==> src/rtl/core/assert_macros.svh <==
// Assertion macros shared by the queue RTL
`ifndef ASSERT_MACROS_SVH
`define ASSERT_MACROS_SVH

// check a condition at every clock edge outside reset
`define BQD_ASSERT_ALWAYS(lbl, cond) \
  lbl: assert property (@(posedge clk) disable iff (rst) (cond)) \
    else $error("assertion failed");

// check a consequence in the cycle after an antecedent
`define BQD_ASSERT_NEXT(lbl, ante, cons) \
  lbl: assert property (@(posedge clk) disable iff (rst) (ante) |=> (cons)) \
    else $error("assertion failed");

`endif

==> src/rtl/core/bqd_pkg.sv <==
// Shared widths and operation codes of the bounded queue
package bqd_pkg;

  localparam int MODE_BITS = 3;
  localparam int ITEM_BITS = 32;
  localparam int LEN_BITS  = 5;

  typedef enum logic [MODE_BITS-1:0] {
    MODE_APPEND  = 3'd0,
    MODE_PREPEND = 3'd1,
    MODE_DEQUEUE = 3'd2,
    MODE_DELETE  = 3'd3,
    MODE_ITERATE = 3'd4
  } mode_t;

endpackage

==> src/rtl/core/bqd_if.sv <==
// Request and response channel interfaces of the bounded queue
interface bqd_in_if import bqd_pkg::*; ();
  logic                 valid;
  logic                 ready;
  logic [MODE_BITS-1:0] mode;
  logic [ITEM_BITS-1:0] item_value;

  modport source (output valid, output mode, output item_value, input ready);
  modport sink   (input valid, input mode, input item_value, output ready);
endinterface

interface bqd_out_if import bqd_pkg::*; ();
  logic                 valid;
  logic                 ready;
  logic                 status;
  logic [ITEM_BITS-1:0] out_value;
  logic                 has_value;
  logic [LEN_BITS-1:0]  length;
  logic                 last;

  modport source (output valid, output status, output out_value, output has_value,
                  output length, output last, input ready);
  modport sink   (input valid, input status, input out_value, input has_value,
                  input length, input last, output ready);
endinterface

==> src/rtl/core/bounded_queue_with_delete.sv <==
// Top level of the bounded queue with append, prepend, dequeue, delete and walk
//
// Requests arrive on req (mode, item_value); results leave on rsp (status,
// out_value, has_value, length, last). A beat moves on valid and ready high.
// One request is in work at a time; req.ready is high only while the
// sequencer is idle. Every access goes through the entry RAM, which has one
// write port and one read port and a registered read; the steps are:
//   append, prepend, failed ops : write unless full, then load the result
//   dequeue                     : read the head entry, then load its value
//   delete                      : read and compare each entry up to the match
//                                 (all of them on no match), read and write
//                                 back each entry behind it, then load
//   iterate                     : read each entry, load one beat each
// A new request is taken the cycle after the last result is loaded. The result
// sits in an output register, so a new request is taken while the last result
// of the previous one still waits. When rsp stalls, the sequencer holds
// before loading its next result beat.
// Reset empties the queue (head and count to zero) and drops any pending
// beat; the entry RAM is not cleared, since only written entries are read.
module bounded_queue_with_delete import bqd_pkg::*; #(
  parameter int DEPTH      = 16,
  parameter int VALUE_BITS = 32
) (
  input  logic clk,
  input  logic rst,
  bqd_in_if.sink    req,
  bqd_out_if.source rsp
);

`include "assert_macros.svh"

  localparam int IDX_W = $clog2(DEPTH);
  localparam int CNT_W = $clog2(DEPTH + 1);
  localparam logic [CNT_W-1:0] FULL_CNT = CNT_W'(DEPTH);
  localparam logic [IDX_W-1:0] LAST_IDX = IDX_W'(DEPTH - 1);

  typedef enum logic [3:0] {
    S_IDLE, S_EXEC, S_DEQ, S_SRD, S_SCMP, S_SHRD, S_SHWR, S_ITRD, S_ITOUT, S_RESP
  } state_t;

  state_t                state;
  mode_t                 op;
  logic [VALUE_BITS-1:0] val;
  logic [IDX_W-1:0]      head;
  logic [CNT_W-1:0]      count;
  logic [CNT_W-1:0]      k;
  logic                  res_status;
  logic                  res_has;
  logic [VALUE_BITS-1:0] res_value;

  logic                  ram_we;
  logic [IDX_W-1:0]      ram_waddr;
  logic [VALUE_BITS-1:0] ram_wdata;
  logic                  ram_re;
  logic [IDX_W-1:0]      ram_raddr;
  logic [VALUE_BITS-1:0] ram_rdata;

  logic             full;
  logic             empty;
  logic             out_free;
  logic             load_beat;
  logic [IDX_W-1:0] head_dec;
  logic [IDX_W-1:0] head_inc;
  logic [CNT_W-1:0] k_inc;

  function automatic logic [IDX_W-1:0] slot_of(input logic [IDX_W-1:0] h,
                                               input logic [CNT_W-1:0] n);
    logic [CNT_W:0] s;
    s = (CNT_W + 1)'(h) + (CNT_W + 1)'(n);
    if (s >= (CNT_W + 1)'(DEPTH)) begin
      s = s - (CNT_W + 1)'(DEPTH);
    end
    return s[IDX_W-1:0];
  endfunction

  function automatic logic [VALUE_BITS-1:0] to_val(input logic [ITEM_BITS-1:0] x);
    logic [VALUE_BITS+ITEM_BITS-1:0] w;
    w = {{VALUE_BITS{1'b0}}, x};
    return w[VALUE_BITS-1:0];
  endfunction

  function automatic logic [ITEM_BITS-1:0] to_out(input logic [VALUE_BITS-1:0] x);
    logic [VALUE_BITS+ITEM_BITS-1:0] w;
    w = {{ITEM_BITS{1'b0}}, x};
    return w[ITEM_BITS-1:0];
  endfunction

  function automatic logic [LEN_BITS-1:0] to_len(input logic [CNT_W-1:0] x);
    logic [CNT_W+LEN_BITS-1:0] w;
    w = {{LEN_BITS{1'b0}}, x};
    return w[LEN_BITS-1:0];
  endfunction

  assign full      = (count == FULL_CNT);
  assign empty     = (count == '0);
  assign out_free  = !rsp.valid || rsp.ready;
  assign load_beat = (state == S_ITOUT || state == S_RESP) && out_free;
  assign head_dec  = (head == '0) ? LAST_IDX : head - 1'b1;
  assign head_inc  = (head == LAST_IDX) ? '0 : head + 1'b1;
  assign k_inc     = k + 1'b1;
  assign req.ready = (state == S_IDLE);

  always_comb begin
    ram_we    = 1'b0;
    ram_waddr = slot_of(head, count);
    ram_wdata = val;
    ram_re    = 1'b0;
    ram_raddr = slot_of(head, k);
    unique case (state)
      S_EXEC: begin
        if (op == MODE_APPEND && !full) begin
          ram_we = 1'b1;
        end else if (op == MODE_PREPEND && !full) begin
          ram_we    = 1'b1;
          ram_waddr = head_dec;
        end else if (op == MODE_DEQUEUE && !empty) begin
          ram_re    = 1'b1;
          ram_raddr = head;
        end
      end
      S_SRD, S_ITRD: begin
        ram_re = 1'b1;
      end
      S_SHRD: begin
        ram_re    = (k_inc < count);
        ram_raddr = slot_of(head, k_inc);
      end
      S_SHWR: begin
        ram_we    = 1'b1;
        ram_waddr = slot_of(head, k);
        ram_wdata = ram_rdata;
      end
      default: begin
      end
    endcase
  end

  bqd_ram #(
    .WIDTH (VALUE_BITS),
    .DEPTH (DEPTH)
  ) u_store (
    .clk   (clk),
    .we    (ram_we),
    .waddr (ram_waddr),
    .wdata (ram_wdata),
    .re    (ram_re),
    .raddr (ram_raddr),
    .rdata (ram_rdata)
  );

  always_ff @(posedge clk) begin
    if (rst) begin
      state     <= S_IDLE;
      head      <= '0;
      count     <= '0;
      k         <= '0;
      rsp.valid <= 1'b0;
    end else begin
      if (load_beat) begin
        rsp.valid <= 1'b1;
      end else if (rsp.valid && rsp.ready) begin
        rsp.valid <= 1'b0;
      end
      unique case (state)
        S_IDLE: begin
          if (req.valid) begin
            op    <= mode_t'(req.mode);
            val   <= to_val(req.item_value);
            k     <= '0;
            state <= S_EXEC;
          end
        end
        S_EXEC: begin
          res_has   <= 1'b0;
          res_value <= '0;
          unique case (op)
            MODE_APPEND: begin
              res_status <= full;
              state      <= S_RESP;
              if (!full) begin
                count <= count + 1'b1;
              end
            end
            MODE_PREPEND: begin
              res_status <= full;
              state      <= S_RESP;
              if (!full) begin
                head  <= head_dec;
                count <= count + 1'b1;
              end
            end
            MODE_DEQUEUE: begin
              res_status <= 1'b1;
              state      <= empty ? S_RESP : S_DEQ;
            end
            MODE_DELETE: begin
              res_status <= 1'b1;
              state      <= empty ? S_RESP : S_SRD;
            end
            MODE_ITERATE: begin
              res_status <= 1'b0;
              state      <= empty ? S_RESP : S_ITRD;
            end
            default: begin
              res_status <= 1'b1;
              state      <= S_RESP;
            end
          endcase
        end
        S_DEQ: begin
          res_status <= 1'b0;
          res_has    <= 1'b1;
          res_value  <= ram_rdata;
          head       <= head_inc;
          count      <= count - 1'b1;
          state      <= S_RESP;
        end
        S_SRD: begin
          state <= S_SCMP;
        end
        S_SCMP: begin
          if (ram_rdata == val) begin
            state <= S_SHRD;
          end else if (k_inc == count) begin
            state <= S_RESP;
          end else begin
            k     <= k_inc;
            state <= S_SRD;
          end
        end
        S_SHRD: begin
          if (k_inc < count) begin
            state <= S_SHWR;
          end else begin
            count      <= count - 1'b1;
            res_status <= 1'b0;
            state      <= S_RESP;
          end
        end
        S_SHWR: begin
          k     <= k_inc;
          state <= S_SHRD;
        end
        S_ITRD: begin
          state <= S_ITOUT;
        end
        S_ITOUT: begin
          if (out_free) begin
            rsp.status    <= 1'b0;
            rsp.out_value <= to_out(ram_rdata);
            rsp.has_value <= 1'b1;
            rsp.length    <= to_len(count);
            rsp.last      <= (k_inc == count);
            if (k_inc == count) begin
              state <= S_IDLE;
            end else begin
              k     <= k_inc;
              state <= S_ITRD;
            end
          end
        end
        S_RESP: begin
          if (out_free) begin
            rsp.status    <= res_status;
            rsp.out_value <= to_out(res_value);
            rsp.has_value <= res_has;
            rsp.length    <= to_len(count);
            rsp.last      <= 1'b1;
            state         <= S_IDLE;
          end
        end
        default: begin
          state <= S_IDLE;
        end
      endcase
    end
  end

  `BQD_ASSERT_ALWAYS(a_count_bound, count <= FULL_CNT)
  `BQD_ASSERT_NEXT(a_busy_after_accept, req.valid && req.ready, !req.ready)
  `BQD_ASSERT_ALWAYS(a_value_means_ok, !(rsp.valid && rsp.has_value) || !rsp.status)
  `BQD_ASSERT_ALWAYS(a_no_write_idle, !(ram_we && state == S_IDLE))

endmodule

==> src/rtl/core/bqd_ram.sv <==
// Generic single write port RAM with registered read
module bqd_ram #(
  parameter int WIDTH = 32,
  parameter int DEPTH = 16
) (
  input  logic                     clk,
  input  logic                     we,
  input  logic [$clog2(DEPTH)-1:0] waddr,
  input  logic [WIDTH-1:0]         wdata,
  input  logic                     re,
  input  logic [$clog2(DEPTH)-1:0] raddr,
  output logic [WIDTH-1:0]         rdata
);

  logic [WIDTH-1:0] mem [DEPTH];

  always_ff @(posedge clk) begin
    if (we) begin
      mem[waddr] <= wdata;
    end
    if (re) begin
      rdata <= mem[raddr];
    end
  end

endmodule

==> src/flat_wrapper.sv <==
// flat-port wrapper written by rule: the top's interface ports become plain ports
module bounded_queue_with_delete_flat import bqd_pkg::*;
#(
  parameter int DEPTH      = 16,
  parameter int VALUE_BITS = 32
)
  (clk, rst, req_valid, req_mode, req_item_value, req_ready, rsp_valid, rsp_status, rsp_out_value, rsp_has_value, rsp_length, rsp_last, rsp_ready);
  bqd_in_if req_i ();
  bqd_out_if rsp_i ();
  input  logic clk;
  input  logic rst;
  input wire logic [$bits(req_i.valid)-1:0] req_valid;
  input wire logic [$bits(req_i.mode)-1:0] req_mode;
  input wire logic [$bits(req_i.item_value)-1:0] req_item_value;
  output wire logic [$bits(req_i.ready)-1:0] req_ready;
  output wire logic [$bits(rsp_i.valid)-1:0] rsp_valid;
  output wire logic [$bits(rsp_i.status)-1:0] rsp_status;
  output wire logic [$bits(rsp_i.out_value)-1:0] rsp_out_value;
  output wire logic [$bits(rsp_i.has_value)-1:0] rsp_has_value;
  output wire logic [$bits(rsp_i.length)-1:0] rsp_length;
  output wire logic [$bits(rsp_i.last)-1:0] rsp_last;
  input wire logic [$bits(rsp_i.ready)-1:0] rsp_ready;
  assign req_i.valid = req_valid;
  assign req_i.mode = req_mode;
  assign req_i.item_value = req_item_value;
  assign req_ready = req_i.ready;
  assign rsp_valid = rsp_i.valid;
  assign rsp_status = rsp_i.status;
  assign rsp_out_value = rsp_i.out_value;
  assign rsp_has_value = rsp_i.has_value;
  assign rsp_length = rsp_i.length;
  assign rsp_last = rsp_i.last;
  assign rsp_i.ready = rsp_ready;
  bounded_queue_with_delete #(.DEPTH(DEPTH), .VALUE_BITS(VALUE_BITS)) u_core (.clk(clk), .rst(rst), .req(req_i), .rsp(rsp_i));
endmodule
==> config.mk <==
export PLATFORM = sky130hd
export DESIGN_NAME = bounded_queue_with_delete_flat
export DESIGN_NICKNAME = d
export VERILOG_FILES = /design/src/rtl/core/bqd_pkg.sv /design/src/rtl/core/bqd_if.sv /design/src/rtl/core/bounded_queue_with_delete.sv /design/src/rtl/core/bqd_ram.sv /design/src/flat_wrapper.sv
export VERILOG_INCLUDE_DIRS = /design/src /design/src/rtl/core
export SDC_FILE = /design/constraint.sdc
export NUM_CORES = 1
export LEC_CHECK = 0
export ABC_AREA = 1
export BUFFER_PORTS_ARGS = -buffer_cell sky130_fd_sc_hd__buf_2
export CORE_UTILIZATION = 45
export CTS_CLUSTER_DIAMETER = 150
export CTS_CLUSTER_SIZE = 10
export DETAILED_ROUTE_END_ITERATION = 16
export PLACE_DENSITY = 0.59
export SLEW_MARGIN = 20
export SYNTH_ARGS = -nofsm -noshare
export SYNTH_HDL_FRONTEND = slang
export SYNTH_HIERARCHICAL = 1
export SYNTH_SLANG_ARGS = --single-unit
==> constraint.sdc <==
create_clock -name clk -period 3.92 [get_ports clk]
set_input_delay 0.392 -clock clk [delete_from_list [all_inputs] [get_ports clk]]
set_output_delay 0.392 -clock clk [all_outputs]
set_load 0.03 [all_outputs]
# After elaboration in Yosys (flattened, before gate mapping)
# Memories as Yosys holds them, arrays and structs flattened. A register that Yosys moved wholly into a read port is not among the register bits.
# Index checks and enable logic that the tools add are counted.
# word_totals
input_bits,39
ram_bits,512
wordCells,152
output_inout_bits,42
reg_bits,128
memories,1
# classes
n_reduce_logical,31
mux,64
bitwise_logic,1
n_lt_le_gt_ge,4
eq_ne,25
n_addsub,11
# memory_table
memory,words,width,read_ports,rd_clocked_by_memory_dff,wr,line,source
u_core.u_store.mem,16,32,1,1,1,bqd_ram.sv:15,logic [WIDTH-1:0] mem [DEPTH];
# ops
operator,count
$pmux 32 s2,2
$mux 32,3
$mux 4,21
$pmux 4 s10,1
$mux 5,7
$eq 32x32->1,1
$pmux 4 s2,3
$pmux 5 s4,1
$add 4x5->6,3
$ge 6x5->1 const B,3
$eq 4x3->1 const B,4
$sub 4x1->4 const B,4
$mux 1,15
$pmux 5 s3,1
$reduce_and 3->1,5
$eq 4x4->1 const B,3
$pmux 1 s2,6
$pmux 4 s3,1
$reduce_and 4->1,3
$add 5x1->5 const B,2
$ne 2x2->1 const B,5
$eq 4x2->1 const B,2
$logic_not 4->1,2
$eq 3x2->1 const B,2
other kinds (22),36

# Longest topological paths before layout
# logic_depth
ltp_word,8
ltp_mapped,18
mapped_depth_nobuf,15

# Cells and area by module
# Netlist, hierarchy kept.
# modules_own_cells
module,area_per_inst_um2,seq_area_each_um2,cells_each,instances
bqd_ram,23064.6,16335.7,2120,1
bounded_queue_with_delete,6708.9,3653.5,742,1

# Least setup slack after synthesis
# No wires, ideal clock.
# synth_timing
kind,register -> register
startpoint,reg u_core.head[1]
endpoint,mem u_core.u_store.mem[10][0] (enable)
path_buffers,0
path_stages_with_launch,10
synth_period_minus_slack_ps,3628
arrival_ps,3207
slack_ps,292
required_time_ps,3499
setup_time_ps,421
path_cell_list,dfxtp_1 inv_1 ha_1 or2_2 a21oi_1 nor3_1 a21oi_1 o21ai_0 nand3b_1 nor2_1
# synth_between
elab_chain_len,6
word_cells_on_any_way,14
classes_between,5 x add/sub; 2 x order compare; 6 x mux; 1 x reduce/logical
# synth_lines
element,line,source
from (decl),bounded_queue_with_delete.sv:44,logic [IDX_W-1:0] head;
from (signal assigned),bounded_queue_with_delete.sv:214,head <= head_inc;
$add 4x5->6,bounded_queue_with_delete.sv:69,s = (CNT_W + 1)'(h) + (CNT_W + 1)'(n);
$ge 6x5->1 / $sub 4x1->4 (equally long branches),"bounded_queue_with_delete.sv:70, bounded_queue_with_delete.sv:71",
$mux 4,bounded_queue_with_delete.sv:70,if (s >= (CNT_W + 1)'(DEPTH)) begin
$mux 4,bounded_queue_with_delete.sv:113,end else if (op == MODE_PREPEND && !full) begin
$mux 4,bounded_queue_with_delete.sv:111,if (op == MODE_APPEND && !full) begin
$pmux 4 s2 (*),bounded_queue_with_delete.sv:109,unique case (state)
via u_core.ram_waddr[2],bounded_queue_with_delete.sv:52,logic [IDX_W-1:0] ram_waddr;
to (decl),bqd_ram.sv:15,
# The timed path passes the listed nets; every way through them passes the cells marked *.

# Worst setup path in the final report
# layout_timing
startpoint,reg u_core.count[1]
endpoint,"reg u_core.u_store.rdata[10], read port of u_core.u_store.mem (data pin)"
# layout_between
elab_chain_len,7
word_cells_on_any_way,16
classes_between,1 x order compare; 1 x eq/ne; 8 x mux; 6 x reduce/logical
# layout_lines
element,line,source
from (decl),bounded_queue_with_delete.sv:45,logic [CNT_W-1:0] count;
from (signal assigned),bounded_queue_with_delete.sv:181,count <= count + 1'b1;
from (signal assigned),bounded_queue_with_delete.sv:189,count <= count + 1'b1;
from (signal assigned),bounded_queue_with_delete.sv:215,count <= count - 1'b1;
$logic_not 5->1,bounded_queue_with_delete.sv:95,assign empty = (count == '0);
$logic_not 1->1,bounded_queue_with_delete.sv:116,end else if (op == MODE_DEQUEUE && !empty) begin
$logic_and 1x1->1,bounded_queue_with_delete.sv:116,
$mux 4,bounded_queue_with_delete.sv:116,
$mux 4,bounded_queue_with_delete.sv:113,
$mux 4 (*),bounded_queue_with_delete.sv:111,
$pmux 4 s2 (*),bounded_queue_with_delete.sv:109,
via u_core.ram_raddr[0],bounded_queue_with_delete.sv:55,logic [IDX_W-1:0] ram_raddr;
to (decl),bqd_ram.sv:12,output logic [WIDTH-1:0] rdata
# Marked as above.
# A chain may end at the register's enable or synchronous reset.

==> results.toml <==
[placement]
placed_cells = 3749
io_buffers = 80
dp_hpwl_um = 42400
placed_area_um2 = 31500
place.gp.congestion = 0.856
dpl_worst_slack_ps = 639

[hold_path]
holdCritStartpoint = "req_item_value[14]"
min_to = "u_core/val[14]"
hold_class = "in -> reg"
holdPathStages = 1

[routing]
drtPass1Iterations = 6
drc_errors = 0
routed_via_density = 5.14
initialDrtViolationCount = 1792
postRouteAntennaNets = 0
vias = 19900
wl_um = 75800
routedWlPerCell_um = 19.6

[global_route]
grt_pass1_vias = 19000
grt_usage = 0.228
grt.busiest_layer = "met2"
grt_max_degree = 129
use_met1 = 0.317
grt_use_met2 = 0.366
grt-ovfl-total = 0
grt_pass1_wl_um = 114000
grt_use_met3 = 0.0340
antenna_found_initial = 0

[worst_setup_path]
timing.rr.end = "u_core/u_store/rdata[10]"
path_class = "reg -> reg"
end_kind = "flip-flop"
worstPathMaxFanout = 77
r2r_start = "u_core/count[1]"
required_ps = 4260
worstSetupStartpointType = "flip-flop"
r2r_cells = 15
r2r_slack_ps = 610
arrival_ps = 3650

[power_and_ir_drop]
total_power_mw = 25.3
p_leak_nw = 14.1
ir_worst_vdd_mv = 0.963
power_density_nw_per_um2 = 745

[timing]
worst_hold_slack_ps = 18.9
relSlewSlack = 0.304
drv_slew = 0
max_freq_mhz = 302
post-route-period-util = 0.844
worstMarginPinSlew_ps = 1040
setup_tns_ps = 0
clock-skew-final_ps = 22.7
period_minus_slack_ps = 3310
setup_viol = 0
hold_viol_final = 0
rsz0062_at_grt = "no"
setup_ws_ps = 611

[floorplanning]
die_h_um = 259
ios = 81
row_count = 93
initial_core_util = 0.459
fp.dieArea_um2 = 67200
fp.dieW_um = 259
core_um2 = 64900

[layout]
stdcell_count = 3870
fillerInstances = 5656
fin_util = 0.523
drive_gt1_frac = 0.0968
insertedDiodeCount = 0
nets = 3071
layout_common_cells = "nand2_1 (856), edfxtp_1 (653), inv_1 (479)"
multi_input_area_um2 = 7340
final_common_cell = "nand2_1"
regArea_um2 = 20000
area_growth_pct = 14.1
fin_area_um2 = 34000

[clock_network]
cts.clk_slew.worst_paths_ps = 50
root_buffer = "clkbuf_16"
clock_path_buffers = 3
clock_latency_ps = 610
cts.sinks = 672
post_cts_buffers = 0
cts_tree = "yes"
cts-buffers-inserted = 77
h-tree-depth = 3

[logic_synthesis]
syn_avg_cell_area_um2 = 10.4
syn_nets = 2926
synth.yosys.seq_area_share = 0.671
synthesis.area_um2 = 29800
synth_cell_type_count = 39
netlist_instances = 2862
ys_ff_latch = 672
synth_warnings = 6

[job]
max_cap_violations = 0

[outcome]
status = "completed"
## registers in the layout, summed over array words and instances (netlist names), 3 cells and up
name / count
u_core/u_store/mem: 512
u_core/res_value: 32
u_core/rsp.out_value: 32
u_core/u_store/rdata: 32
u_core/val: 32
u_core/count: 5
u_core/k: 5
u_core/rsp.length: 5
u_core/head: 4
u_core/state: 4
u_core/op: 3
## area by class of cell
class | instances | share of cell area
Tap cell | 855 | 0.0315
Sequential cell | 672 | 0.588
Clock inverter | 3 | 0.00162
Timing Repair Buffer | 194 | 0.0485
Multi-Input combinational cell | 1575 | 0.216
Inverter | 487 | 0.0540
Clock buffer | 84 | 0.0600
## synth_stat cells (all sizes together)
| master | number | area share |
|---|---|---|
| fa | 4 | 0.0027 |
| o31ai | 1 | 0.00025 |
| xnor2 | 27 | 0.0079 |
| nor2 | 97 | 0.013 |
| a211oi | 2 | 0.00050 |
| nand4 | 1 | 0.00021 |
| buf | 106 | 0.024 |
| o21ai | 87 | 0.015 |
| o2111ai | 2 | 0.00059 |
| edfxtp | 653 | 0.66 |
| clkbuf | 22 | 0.0028 |
| nand3b | 3 | 0.00076 |
| dfxtp | 19 | 0.013 |
| a21oi | 29 | 0.0049 |
| o221ai | 3 | 0.00088 |
| nand2 | 857 | 0.11 |
| a31oi | 1 | 0.00021 |
| ha | 21 | 0.0088 |
| nand3 | 411 | 0.069 |
| or2 | 4 | 0.00084 |
| inv | 487 | 0.062 |
| nor3 | 9 | 0.0019 |
| o211ai | 4 | 0.0010 |
| a21boi | 2 | 0.00050 |
| o21a | 1 | 0.00025 |
| xor2 | 9 | 0.0026 |
## worst max path at each step
| stage | startpoint | to | slack [ps] | depth (start not counted) |
|---|---|---|---|---|
| CTS | u_core/count[1] | u_core/u_store/rdata[10] | 620 | 15 |
| global placement | u_core/count[1] | u_core/u_store/rdata[26] | 690 | 15 |
| finish | u_core/count[1] | u_core/u_store/rdata[10] | 610 | 15 |
| floorplan | u_core/head[1] | u_core/u_store/mem[10][0] | 290 | 9 |
| global route | u_core/count[1] | u_core/u_store/rdata[10] | 400 | 15 |
| detailed placement | u_core/count[1] | u_core/u_store/rdata[10] | 640 | 15 |
## repair_timing
item	CTS	global route
hold buffers	33	0
hold endpoints to repair	33	0
gates resized for setup	0	0
## worst max-delay path, cell delays in order (launching register included)
cell and delay (ps):
dfxtp_1 590, inv_1 120, nand3_1 100, inv_1 50, nand2_1 120, nand2_1 260
o21ai_0 270, o211ai_1 190, buf_4 220, inv_6 210, buf_12 380, nand2_1 100
nand3_1 90, nand3_1 100, nand3_1 130, nand2_1 80
## logic make-up after synthesis
| kind of cell | count (synthesis) | share of synthesized area |
|---|---|---|
| XOR/XNOR | 36 | 0.0106 |
| AO/OA/AOI/OAI | 132 | 0.0238 |
| AND/OR/NAND/NOR | 1382 | 0.194 |
| buffers and inverters | 615 | 0.0888 |
| adder cells (fa/ha/maj) | 25 | 0.0115 |
| flip-flops | 672 | 0.671 |
## metal layers
| layer | up-vias | share of wire |
|---|---|---|
| li1 | 9576 | - |
| met1 | 9483 | 0.44 |
| met2 | 693 | 0.46 |
| met3 | 121 | 0.072 |
| met4 | 0 | 0.026 |
| met5 | - | 0 |
## power breakdown
| group | total (mW) | internal (mW) | switching [mW] |
|---|---|---|---|
| logic | 9.91 | 3.00 | 6.91 |
| clock network | 6.25 | 3.64 | 2.62 |
| registers | 9.16 | 8.84 | 0.318 |
| total | 25.3 | 15.5 | 9.84 |
Note: power is estimated with default switching activity, not from simulation.
